<file path="src/hw/rtl/bcd_pkg.sv">
// shared types and constants of the button chord detector
package bcd_pkg;

  localparam int unsigned PressedW = 4;
  localparam int unsigned NowW     = 32;
  localparam int unsigned QueryW   = 3;
  localparam int unsigned ButtonW  = 3;
  localparam int unsigned SettleW  = 16;

  localparam logic [SettleW-1:0] SettleMsReset = 16'd50;

  // event codes of a result transaction
  typedef enum logic [1:0] {
    EV_NONE      = 2'd0,
    EV_SINGLE    = 2'd1,
    EV_BANK_DOWN = 2'd2,
    EV_BANK_UP   = 2'd3
  } event_e;

  // one button sample as it sits in the input register
  typedef struct packed {
    logic [PressedW-1:0] pressed;
    logic [NowW-1:0]     now_ms;
    logic                force_wait;
    logic [QueryW-1:0]   release_query;
  } sample_t;

  // one classification result
  typedef struct packed {
    event_e             event_res;
    logic [ButtonW-1:0] button;
    logic               released;
  } result_t;

endpackage

</file>
<file path="src/hw/rtl/bcd_if.sv">
// valid/ready channel interfaces for samples, results and configuration

interface bcd_in_if;
  logic                           valid;
  logic                           ready;
  logic [bcd_pkg::PressedW-1:0]   pressed;
  logic [bcd_pkg::NowW-1:0]       now_ms;
  logic                           force_wait;
  logic [bcd_pkg::QueryW-1:0]     release_query;

  modport source (output valid, pressed, now_ms, force_wait, release_query, input ready);
  modport sink   (input valid, pressed, now_ms, force_wait, release_query, output ready);
endinterface

interface bcd_out_if;
  logic                           valid;
  logic                           ready;
  logic [1:0]                     event_res;
  logic [bcd_pkg::ButtonW-1:0]    button;
  logic                           released;

  modport source (output valid, event_res, button, released, input ready);
  modport sink   (input valid, event_res, button, released, output ready);
endinterface

interface bcd_cfg_if;
  logic                           valid;
  logic                           ready;
  logic [bcd_pkg::SettleW-1:0]    settle_ms;

  modport source (output valid, settle_ms, input ready);
  modport sink   (input valid, settle_ms, output ready);
endinterface

</file>
<file path="src/hw/rtl/bcd_fsm.sv">
// press/release state machine with chord classification and release query
module bcd_fsm #(
  parameter int unsigned BUTTONS = 4
) (
  input  logic                          clk_i,
  input  logic                          rst_ni,
  input  logic                          step_i,
  input  bcd_pkg::sample_t              sample_i,
  input  logic [bcd_pkg::SettleW-1:0]   settle_ms_i,
  output bcd_pkg::result_t              result_o
);
  import bcd_pkg::*;

  // buttons above BUTTONS are not wired
  localparam logic [PressedW-1:0] HeldMask =
    (BUTTONS >= PressedW) ? {PressedW{1'b1}} : PressedW'((1 << BUTTONS) - 1);

  localparam logic [PressedW-1:0] ChordDown = 4'b0011;
  localparam logic [PressedW-1:0] ChordUp   = 4'b0110;

  typedef enum logic [3:0] {
    PH_IDLE    = 4'b0001,
    PH_SETTLE  = 4'b0010,
    PH_INVALID = 4'b0100,
    PH_WAIT    = 4'b1000
  } phase_e;

  phase_e              phase_q, phase_d;
  logic [NowW-1:0]     mark_q, mark_d;
  logic [ButtonW-1:0]  last_q, last_d;

  logic [PressedW-1:0] held;
  logic [NowW-1:0]     delta;
  logic                elapsed;
  logic [2:0]          held_cnt;
  logic [ButtonW-1:0]  lowest;
  logic [ButtonW-1:0]  last_cand;
  logic [QueryW-1:0]   query_m1;
  logic                query_held;
  event_e              ev;
  logic [ButtonW-1:0]  btn;
  logic                rel;

  // sample decode
  assign held     = sample_i.pressed & HeldMask;
  assign delta    = sample_i.now_ms - mark_q;
  assign elapsed  = delta > {{(NowW-SettleW){1'b0}}, settle_ms_i};
  assign held_cnt = 3'($countones(held));

  // lowest held button, numbered from one
  always_comb begin
    lowest = '0;
    for (int i = PressedW - 1; i >= 0; i--) begin
      if (held[i]) begin
        lowest = ButtonW'(i + 1);
      end
    end
  end

  // phase advance, classification and report
  always_comb begin
    phase_d   = phase_q;
    mark_d    = mark_q;
    last_cand = last_q;
    ev        = EV_NONE;
    btn       = '0;
    unique case (phase_q)
      PH_IDLE: begin
        if (held != '0) begin
          phase_d = PH_SETTLE;
          mark_d  = sample_i.now_ms;
        end
      end
      PH_SETTLE: begin
        if (elapsed) begin
          mark_d = sample_i.now_ms;
          priority if (held_cnt == 3'd1) begin
            ev        = EV_SINGLE;
            btn       = lowest;
            last_cand = lowest;
            phase_d   = PH_WAIT;
          end else if (held == ChordDown) begin
            ev      = sample_i.force_wait ? EV_NONE : EV_BANK_DOWN;
            phase_d = PH_WAIT;
          end else if (held == ChordUp) begin
            ev      = sample_i.force_wait ? EV_NONE : EV_BANK_UP;
            phase_d = PH_WAIT;
          end else begin
            phase_d = sample_i.force_wait ? PH_WAIT : PH_INVALID;
          end
        end
      end
      PH_INVALID: begin
        priority if (elapsed && held == '0) begin
          phase_d = PH_IDLE;
        end else if (sample_i.force_wait) begin
          phase_d = PH_WAIT;
        end
      end
      PH_WAIT: begin
        if (elapsed && held == '0) begin
          phase_d = PH_IDLE;
        end
      end
      default: begin
        phase_d = PH_IDLE;
      end
    endcase
  end

  // release query against the last single press
  assign query_m1   = sample_i.release_query - QueryW'(1);
  assign query_held = (query_m1 < QueryW'(PressedW)) && held[query_m1[1:0]];

  always_comb begin
    rel    = 1'b0;
    last_d = last_cand;
    if (sample_i.release_query != '0 && sample_i.release_query == last_cand && !query_held) begin
      rel    = 1'b1;
      last_d = '0;
    end
  end

  assign result_o.event_res = ev;
  assign result_o.button    = btn;
  assign result_o.released  = rel;

  // state registers, updated once per sample
  always_ff @(posedge clk_i or negedge rst_ni) begin
    if (!rst_ni) begin
      phase_q <= PH_IDLE;
      mark_q  <= '0;
      last_q  <= '0;
    end else if (step_i) begin
      phase_q <= phase_d;
      mark_q  <= mark_d;
      last_q  <= last_d;
    end
  end

  // checks
  a_phase_onehot: assert property (@(posedge clk_i) disable iff (!rst_ni)
    $onehot(phase_q)) else $error("phase register not one-hot");

  a_single_has_button: assert property (@(posedge clk_i) disable iff (!rst_ni)
    step_i && result_o.event_res == EV_SINGLE |-> result_o.button != '0)
    else $error("single press without button number");

  a_event_to_wait: assert property (@(posedge clk_i) disable iff (!rst_ni)
    step_i && result_o.event_res != EV_NONE |=> phase_q == PH_WAIT)
    else $error("reported event did not lead to wait for release");

  a_release_clears: assert property (@(posedge clk_i) disable iff (!rst_ni)
    step_i && result_o.released |=> last_q == '0)
    else $error("last single not cleared after release");

endmodule

</file>
<file path="src/hw/rtl/button_chord_detector.sv">
// Button chord detector: takes one button sample transaction per clock while
// results are taken and returns one result transaction per sample, through
// the input register, then the result register. The sustained rate is one
// sample per cycle; it is set by the state loop through the classifier, which
// is combinational. Backpressure on the result channel stalls the input
// register and then the sample channel. The settle window register (reset
// 50 ms) is written over its own channel, which is always ready.
module button_chord_detector #(
  parameter int unsigned BUTTONS = 4
) (
  input  logic      clk_i,
  input  logic      rst_ni,
  bcd_in_if.sink    item_i,
  bcd_cfg_if.sink   cfg_i,
  bcd_out_if.source result_o
);
  import bcd_pkg::*;

  logic                s1_valid_q;
  sample_t             s1_q;
  logic                s1_fire;
  logic                out_valid_q;
  result_t             out_q;
  result_t             fsm_res;
  logic [SettleW-1:0]  settle_q;

  // pipeline handshake
  assign s1_fire      = s1_valid_q && (!out_valid_q || result_o.ready);
  assign item_i.ready = !s1_valid_q || s1_fire;
  assign cfg_i.ready  = 1'b1;

  // settle window register
  always_ff @(posedge clk_i or negedge rst_ni) begin
    if (!rst_ni) begin
      settle_q <= SettleMsReset;
    end else if (cfg_i.valid) begin
      settle_q <= cfg_i.settle_ms;
    end
  end

  // input register
  always_ff @(posedge clk_i or negedge rst_ni) begin
    if (!rst_ni) begin
      s1_valid_q <= 1'b0;
    end else if (item_i.ready) begin
      s1_valid_q <= item_i.valid;
    end
  end

  always_ff @(posedge clk_i) begin
    if (item_i.valid && item_i.ready) begin
      s1_q.pressed       <= item_i.pressed;
      s1_q.now_ms        <= item_i.now_ms;
      s1_q.force_wait    <= item_i.force_wait;
      s1_q.release_query <= item_i.release_query;
    end
  end

  // classifier and state
  bcd_fsm #(
    .BUTTONS (BUTTONS)
  ) u_fsm (
    .clk_i       (clk_i),
    .rst_ni      (rst_ni),
    .step_i      (s1_fire),
    .sample_i    (s1_q),
    .settle_ms_i (settle_q),
    .result_o    (fsm_res)
  );

  // result register
  always_ff @(posedge clk_i or negedge rst_ni) begin
    if (!rst_ni) begin
      out_valid_q <= 1'b0;
    end else if (s1_fire) begin
      out_valid_q <= 1'b1;
    end else if (result_o.ready) begin
      out_valid_q <= 1'b0;
    end
  end

  always_ff @(posedge clk_i) begin
    if (s1_fire) begin
      out_q <= fsm_res;
    end
  end

  assign result_o.valid     = out_valid_q;
  assign result_o.event_res = out_q.event_res;
  assign result_o.button    = out_q.button;
  assign result_o.released  = out_q.released;

endmodule

</file>
<file path="src/flat_wrapper.sv">
// flat-port wrapper written by rule: the top's interface ports become plain ports
module button_chord_detector_flat import bcd_pkg::*;
#(
  parameter int unsigned BUTTONS = 4
)
  (clk_i, rst_ni, item_i_valid, item_i_pressed, item_i_now_ms, item_i_force_wait, item_i_release_query, item_i_ready, cfg_i_valid, cfg_i_settle_ms, cfg_i_ready, result_o_valid, result_o_event_res, result_o_button, result_o_released, result_o_ready);
  bcd_in_if item_i_i ();
  bcd_cfg_if cfg_i_i ();
  bcd_out_if result_o_i ();
  input  logic clk_i;
  input  logic rst_ni;
  input wire logic [$bits(item_i_i.valid)-1:0] item_i_valid;
  input wire logic [$bits(item_i_i.pressed)-1:0] item_i_pressed;
  input wire logic [$bits(item_i_i.now_ms)-1:0] item_i_now_ms;
  input wire logic [$bits(item_i_i.force_wait)-1:0] item_i_force_wait;
  input wire logic [$bits(item_i_i.release_query)-1:0] item_i_release_query;
  output wire logic [$bits(item_i_i.ready)-1:0] item_i_ready;
  input wire logic [$bits(cfg_i_i.valid)-1:0] cfg_i_valid;
  input wire logic [$bits(cfg_i_i.settle_ms)-1:0] cfg_i_settle_ms;
  output wire logic [$bits(cfg_i_i.ready)-1:0] cfg_i_ready;
  output wire logic [$bits(result_o_i.valid)-1:0] result_o_valid;
  output wire logic [$bits(result_o_i.event_res)-1:0] result_o_event_res;
  output wire logic [$bits(result_o_i.button)-1:0] result_o_button;
  output wire logic [$bits(result_o_i.released)-1:0] result_o_released;
  input wire logic [$bits(result_o_i.ready)-1:0] result_o_ready;
  assign item_i_i.valid = item_i_valid;
  assign item_i_i.pressed = item_i_pressed;
  assign item_i_i.now_ms = item_i_now_ms;
  assign item_i_i.force_wait = item_i_force_wait;
  assign item_i_i.release_query = item_i_release_query;
  assign item_i_ready = item_i_i.ready;
  assign cfg_i_i.valid = cfg_i_valid;
  assign cfg_i_i.settle_ms = cfg_i_settle_ms;
  assign cfg_i_ready = cfg_i_i.ready;
  assign result_o_valid = result_o_i.valid;
  assign result_o_event_res = result_o_i.event_res;
  assign result_o_button = result_o_i.button;
  assign result_o_released = result_o_i.released;
  assign result_o_i.ready = result_o_ready;
  button_chord_detector #(.BUTTONS(BUTTONS)) u_core (.clk_i(clk_i), .rst_ni(rst_ni), .item_i(item_i_i), .cfg_i(cfg_i_i), .result_o(result_o_i));
endmodule
</file>
<file path="config.mk">
export PLATFORM = sky130hd
export DESIGN_NAME = button_chord_detector_flat
export DESIGN_NICKNAME = d
export VERILOG_FILES = /design/src/hw/rtl/bcd_pkg.sv /design/src/hw/rtl/bcd_if.sv /design/src/hw/rtl/bcd_fsm.sv /design/src/hw/rtl/button_chord_detector.sv /design/src/flat_wrapper.sv
export SDC_FILE = /design/constraint.sdc
export NUM_CORES = 1
export LEC_CHECK = 0
export BUFFER_PORTS_ARGS = -buffer_cell sky130_fd_sc_hd__buf_2
export CAP_MARGIN = 20
export CORE_MARGIN = 2
export CORE_UTILIZATION = 50
export CTS_BUF_LIST = sky130_fd_sc_hd__clkbuf_2
export CTS_CLUSTER_SIZE = 28
export DETAILED_ROUTE_END_ITERATION = 7
export PLACE_DENSITY_LB_ADDON = 0.3
export REMOVE_ABC_BUFFERS = 1
export SLEW_MARGIN = 20
export SYNTH_ARGS = -nofsm -noshare
export SYNTH_HDL_FRONTEND = slang
export SYNTH_SLANG_ARGS = --single-unit
export TNS_END_PERCENT = 1
</file>
<file path="constraint.sdc">
create_clock -name clk_i -period 5 [get_ports clk_i]
set_input_delay 0.75 -clock clk_i [delete_from_list [all_inputs] [get_ports clk_i]]
set_output_delay 0.75 -clock clk_i [all_outputs]
set_load 0.01 [all_outputs]
</file>
======== Yosys cells after proc, flatten, opt, wreduce, memory -nomap -nowiden ========
Cells that the tools add are included.
Widths: inputs -> output; s select.
word-level totals
  flip-flop bits (word level) ............. 103
  input port bits ......................... 61
operators by class
  bitwise logic cells ..................... 2
  $add $sub $neg .......................... 5
  equality and inequality tests ........... 12
  $lt $le $gt $ge ......................... 3
  mux-type cells .......................... 31
  reduce and logical (&&, ||, !) cells .... 21
operators with widths
  operator            number
  $mux 32             2
  $pmux 32 s2         1
  $mux 4              9
  $gt 32x16->1        1
  $sub 32x32->32      1
  $mux 3              8
  $pmux 4 s4          1
  $eq 4x2->1 const B  2
  $eq 4x3->1 const B  2
  $mux 2              4
  $logic_and 1x1->1   6
  $ne 2x2->1 const B  3
  $mux 1              5
  $reduce_and 5->1    1
  $add 1x1->2         2
  $eq 4x1->1 const B  1
  $eq 4x4->1 const B  1
  $logic_not 4->1     1
  $reduce_and 4->1    1
  $reduce_bool 2->1   2
  $reduce_bool 4->1   1
  $add 2x2->3         1
  $eq 3x1->1 const B  1
  $eq 3x3->1          1
  12 further kinds    16

======== Longest topological paths before layout ========
  depth after elaboration ................. 11
  depth in mapped cells ................... 25

======== Cells and area by module ========
From an unflattened synthesis, not the netlist that was laid out.
unflattened totals
  cells, all modules ...................... 649
  area, all modules ....................... 6776.5 um^2
modules (own cells, without submodules)
  module                 area an instance (um^2)  times used  cells an instance
  bcd_fsm                4642.0                   1           559
  button_chord_detector  2134.5                   1           90

======== Worst setup path after synthesis ========
Ideal clock, no wire load.
  kind .................................... register -> register
  start ................................... register u_core.u_fsm.mark_q[0]
  end ..................................... register u_core.out_q, in the netlist u_core.result_o.released, data pin
  arrival ................................. 5.107 ns
  cell stages (with the launch flop) ...... 23
  path buffers ............................ 1
  path slack .............................. -0.366 ns
  data required time ...................... 4.741 ns
  setup time .............................. 0.259 ns
  cell sequence ........................... dfrtp_1 > ha_1 > fa_1 > nand2b_1 > a21oi_1 > nor2_1 > o21ai_0 > nand3_1 > nand2_1 > a21oi_1 > xnor2_1 > ha_1 > nand4_1 > or4_1 > o21a_1 > a2111o_1 > or4_4 > nor4_4 > or3b_1 > buf_6 > a21oi_2 > mux2_4 > nor2b_1
between the ends
  longest elaborated chain between the ends .. 8
ends and longest elaborated chain
  item                            RTL line                     text
  start, declared                 bcd_fsm.sv:29                logic [NowW-1:0] mark_q, mark_d;
  start signal, assigned          bcd_fsm.sv:136               mark_q <= mark_d;
  $sub 32x32->32                  bcd_fsm.sv:46                assign delta = sample_i.now_ms - mark_q;
  $gt 32x16->1                    bcd_fsm.sv:47                assign elapsed = delta > {{(NowW-SettleW){1'b0}}, settle_ms_i};
  $mux 3                          bcd_fsm.sv:75                if (elapsed) begin
  $mux 3                          bcd_fsm.sv:67                unique case (phase_q)
  $eq 3x3->1                      bcd_fsm.sv:118               if (sample_i.release_query != '0 && sample_i.release_query == last_cand && !query_held) begin
  $logic_and 1x1->1 (2 in a row)  bcd_fsm.sv:118
  $mux 1                          bcd_fsm.sv:118
  via u_core.u_fsm.rel            bcd_fsm.sv:42                logic rel;
  end signal, assigned            button_chord_detector.sv:84  out_q <= fsm_res;
  end, declared                   button_chord_detector.sv:23  result_t out_q;
The timed path passes the listed nets, and every way through them passes these cells.
A chain may end at the register's enable or synchronous reset.

======== Worst setup path in the final report ========
  start ................................... register u_core.s1_q[4] (netlist name)
  end ..................................... register u_core.u_fsm.last_q[2]
between the ends
  longest elaborated chain between the ends .. 8
ends and longest elaborated chain
  item                            RTL line                     text
  start, declared                 button_chord_detector.sv:20  sample_t s1_q;
  $sub 32x32->32 (*)              bcd_fsm.sv:46
  $gt 32x16->1 (*)                bcd_fsm.sv:47
  $mux 3 (*)                      bcd_fsm.sv:75
  $mux 3 (*)                      bcd_fsm.sv:67
  $eq 3x3->1                      bcd_fsm.sv:118
  $logic_and 1x1->1 (2 in a row)  bcd_fsm.sv:118
  $mux 3 (*)                      bcd_fsm.sv:118
  end signal, assigned            bcd_fsm.sv:137               last_q <= last_d;
  end, declared                   bcd_fsm.sv:30                logic [ButtonW-1:0] last_q, last_d;
Every way passes the cells marked *; elsewhere a longest branch is shown, timed or not.

==> metrics.txt <==
DR WL/cell=15.18 microns; share of cells above drive strength 1=26.71%; row count=41; synthesized flop and latch total=103; vias in the first global route=5,101; syn_area_per_cell=10.32 sq um; grt ovf=0; CTS sink cnt=103; Post-Route Utilization=60.38%; R2R depth=24; Synthesis Warnings=0; met3 Use GR=4.377%; Finished Layout Cells=917; largest net degree at the start of global routing=58; FF-to-FF setup slack=-0.18 ns; CP Data Arrival Time=5.71 ns; Vias=4,946; total power draw=4270 uW; Worst setup SP type=flop; Most used DFF post-synth=dfrtp_1; Setup crit end kind=flop; H-tree Lvls=3; cell area after layout=7589 sq um; DRT iter0 DRCs=249; asr flop ratio synth=55.34%; Pwr per Cell Area=562.7 nW/um^2; RSZ-0062 raised after global routing=true; Critical R2R Capture=u_core.u_fsm.last_q[2]; final worst setup slack=-0.1846 ns; final setup vio count=38; multiplexer area fraction after synthesis=7.309%; HP Class=in2async; worst reg2reg startpoint=u_core.s1_q[4]; Seq pwr share=28.4%; Initial Util=51.08%; Clk pwr share=7.6%; CTS tree=built; placed insts=888; Final GP Congestion=0.9201; DR vias/cell=5.394; critical-path maximum fanout=6; status=complete, but fails checks; core box area=12,570 sq um; Least-Margin Pin Slew=1.013 ns; Post-DP HPWL=10,260 microns; Worst VDD drop=273.1 uV; min cycle time layout=5.185 ns; Adder-Cell Fraction of Synth Area=11.15%; top-area cell type share of the netlist area=21.52%; GR met2 Demand/Resource=36.62%; hold buffers post-CTS=0; First-pass DRT Iterations=4; f_max=0.1929 GHz; Mapped Cells=622; area of placed instances=7223 sq um; max_cap viols=0; Post-synth EDFFs=46; Worst Path Class, Setup=reg2reg; PortBufs=68; Final Skew=0.02744 ns; met1 Usage GRT=26.58%; pre-CTS setup slack=-0.4362 ns; Pint=2472 uW; sequential share of the synthesized area=43.81%; clock root buffer=clkbuf_2; clock latency on the worst-skew pair=0.61 ns; CTS buffer count=9; synth top area cells=edfxtp_1 (22%), dfrtp_1 (21%), ha_1 (11%); n_diodes=0; Synth Area in Compound Gates=16.08%; Detail Route Antenna Nets=0; Nets=857; XOR/XNOR Fraction of Synth Area=3.683%; GRT Util Overall=21.11%; # IOs=70; main combinational cell family by area after synthesis=compound AO/OA/AOI/OAI gates; Max clock buf depth=2; Die Wd=117.3 microns; Die Area=13,760 sq um; Net Sw Power=1798 uW; Area growth, synth to finish=18.20%; Hold Fails Final Rpt=0; share of the clock period used by the worst path=103.7%; initial antenna violation count=0; Most Crowded Layer GR=met2; final WL=13,920 microns; Mapped Area=6420 sq um; Remaining DRCs=0; Rel. slew slack=32.45%; Unique masters post-synth=64; first-pass GRT wire length=23,720 microns; largest area contributor in the netlist=edfxtp_1; Final Max Tran Viols=0; Leak=0.003472 uW; clk slew on worst S/H paths=0.25 ns; failing checks=negative setup slack; Die Span Y=117.3 microns; sw frac=42.12%; simple-gate area share of the yosys netlist=12.51%; CP Data Required Time=5.53 ns; Comb pwr share=64.1%
[synth_stat cells, types with 3 or more instances]
cell	count
inv_1	63
nand2_1	57
ha_1	54
dfrtp_1	53
edfxtp_1	46
a21oi_1	44
nor2_1	34
mux2_1	32
o21ai_0	30
a21o_1	17
xor2_1	15
nand4_1	12
xnor2_1	12
nor2b_1	10
o21a_1	10
a211oi_1	8
nand2b_1	8
nor3_1	8
clkbuf_1	7
nand3_1	7
mux2i_1	6
a31oi_1	5
buf_6	5
o211ai_1	5
o21ai_1	5
o31ai_1	5
buf_2	4
dfstp_2	4
nor3b_1	4
o221ai_1	4
and3_1	3
nand3b_1	3
o21bai_1	3
[worst max-delay path by stage]
stage,from,endpoint,slack [ns],depth (start not counted)
2_1_floorplan,u_core.u_fsm.mark_q[0],u_core.u_fsm.mark_q[31],-1.20,22
3_3_place_gp,u_core.u_fsm.mark_q[0],u_core.result_o.released,-0.34,22
3_5_place_dp,u_core.u_fsm.mark_q[0],u_core.result_o.released,-0.44,22
4_1_cts,u_core.s1_q[4],u_core.result_o.released,-0.07,23
5_1_grt,u_core.s1_q[4],u_core.u_fsm.last_q[2],-0.44,24
6_report,u_core.s1_q[4],u_core.u_fsm.last_q[2],-0.18,24
[layout make-up]
cell class / count / area (sq um)
inverters: 63 / 236.5
clock buffers: 12 / 60.06
repair buffers: 124 / 785.8
clock inverters: 4 / 15.01
fillers: 1067 / 4980
flip-flops and latches: 103 / 2813
multi-input cells: 439 / 3463
well taps: 172 / 215.2
[through the flow]
stage,TNS [ns],hold WS (ns)
3_3_place_gp,-9.876,0.4667
3_5_place_dp,-14.55,0.4747
2_1_floorplan,-39.60,0.4544
6_report,-2.853,0.2511
5_1_grt,-11.54,0.2199
4_1_cts,-0.2294,0.2074
[placed cells by master (no fill, tap or decap), types with 29 or more instances in the layout]
| cell | Yosys | routed |
|---|---|---|
| o21ai_0 | 30 | 29 |
| a21oi_1 | 44 | 38 |
| inv_1 | 63 | 63 |
| nand2_1 | 57 | 56 |
| nor2_1 | 34 | 32 |
| dfrtp_1 | 53 | 53 |
| edfxtp_1 | 46 | 46 |
| buf_2 | 4 | 68 |
| ha_1 | 54 | 52 |
| buf_4 | 1 | 54 |
[what timing repair did]
action                                  4_1_cts  5_1_grt
resized for setup                            16       31
setup buffers                                 9        4
endpoints found under the setup margin       45       45
pin swaps                                    19       11
[power by group through the flow]
stage | clock network [uW] | registers, uW | logic [uW]
global placement | 0 | 1210 | 2350
finish | 322 | 1210 | 2740
detailed placement | 0 | 1220 | 2400
floorplan | 0 | 1190 | 1700
CTS | 342 | 1200 | 2530
global route | 370 | 1240 | 3040
[per-layer routing]
layer	share of wire (%)	up-vias
li1	-	2462
met1	45	2401
met2	51	71
met3	3.0	12
met4	1.3	0
met5	0	-
[state kept, by name (all words and copies together), names as in the netlist]
name / cells
u_core.s1_q: 40
u_core.u_fsm.mark_q: 32
u_core.settle_q: 16
u_core.u_fsm.phase_q: 4
u_core.result_o.button: 3
u_core.u_fsm.last_q: 3
u_core.result_o.event_res: 2
u_core.result_o.released: 1
u_core.result_o.valid: 1
u_core.s1_valid_q: 1
[cells by family (layout without fill, tap and decap cells)]
logic type / Yosys count / count (layout)
other cells: 1 / 1
xor+xnor: 27 / 27
simple gates: 159 / 159
mux: 41 / 41
flops: 103 / 103
compound gates: 155 / 155
fa+ha+maj: 56 / 56
buf+inv: 80 / 203
[worst max-delay path: stages, from the launching register on]
cell and delay (ns):
edfxtp_1 0.41, inv_1 0.06, ha_2 0.20, fa_2 0.38, nand2b_4 0.16, a21oi_4 0.14
nor2_2 0.06, o21ai_2 0.15, nand3_1 0.10, nand2_2 0.09, a21oi_2 0.06, xnor2_1 0.13
ha_1 0.30, nand4_1 0.12, or4_4 0.54, o21a_1 0.21, a2111o_1 0.28, or4_4 0.43
nor4_4 0.27, buf_4 0.19, or3b_4 0.14, buf_4 0.15, mux2i_4 0.25, nor2_2 0.09
a22oi_2 0.18
Note: power is estimated with default switching activity, not from simulation.
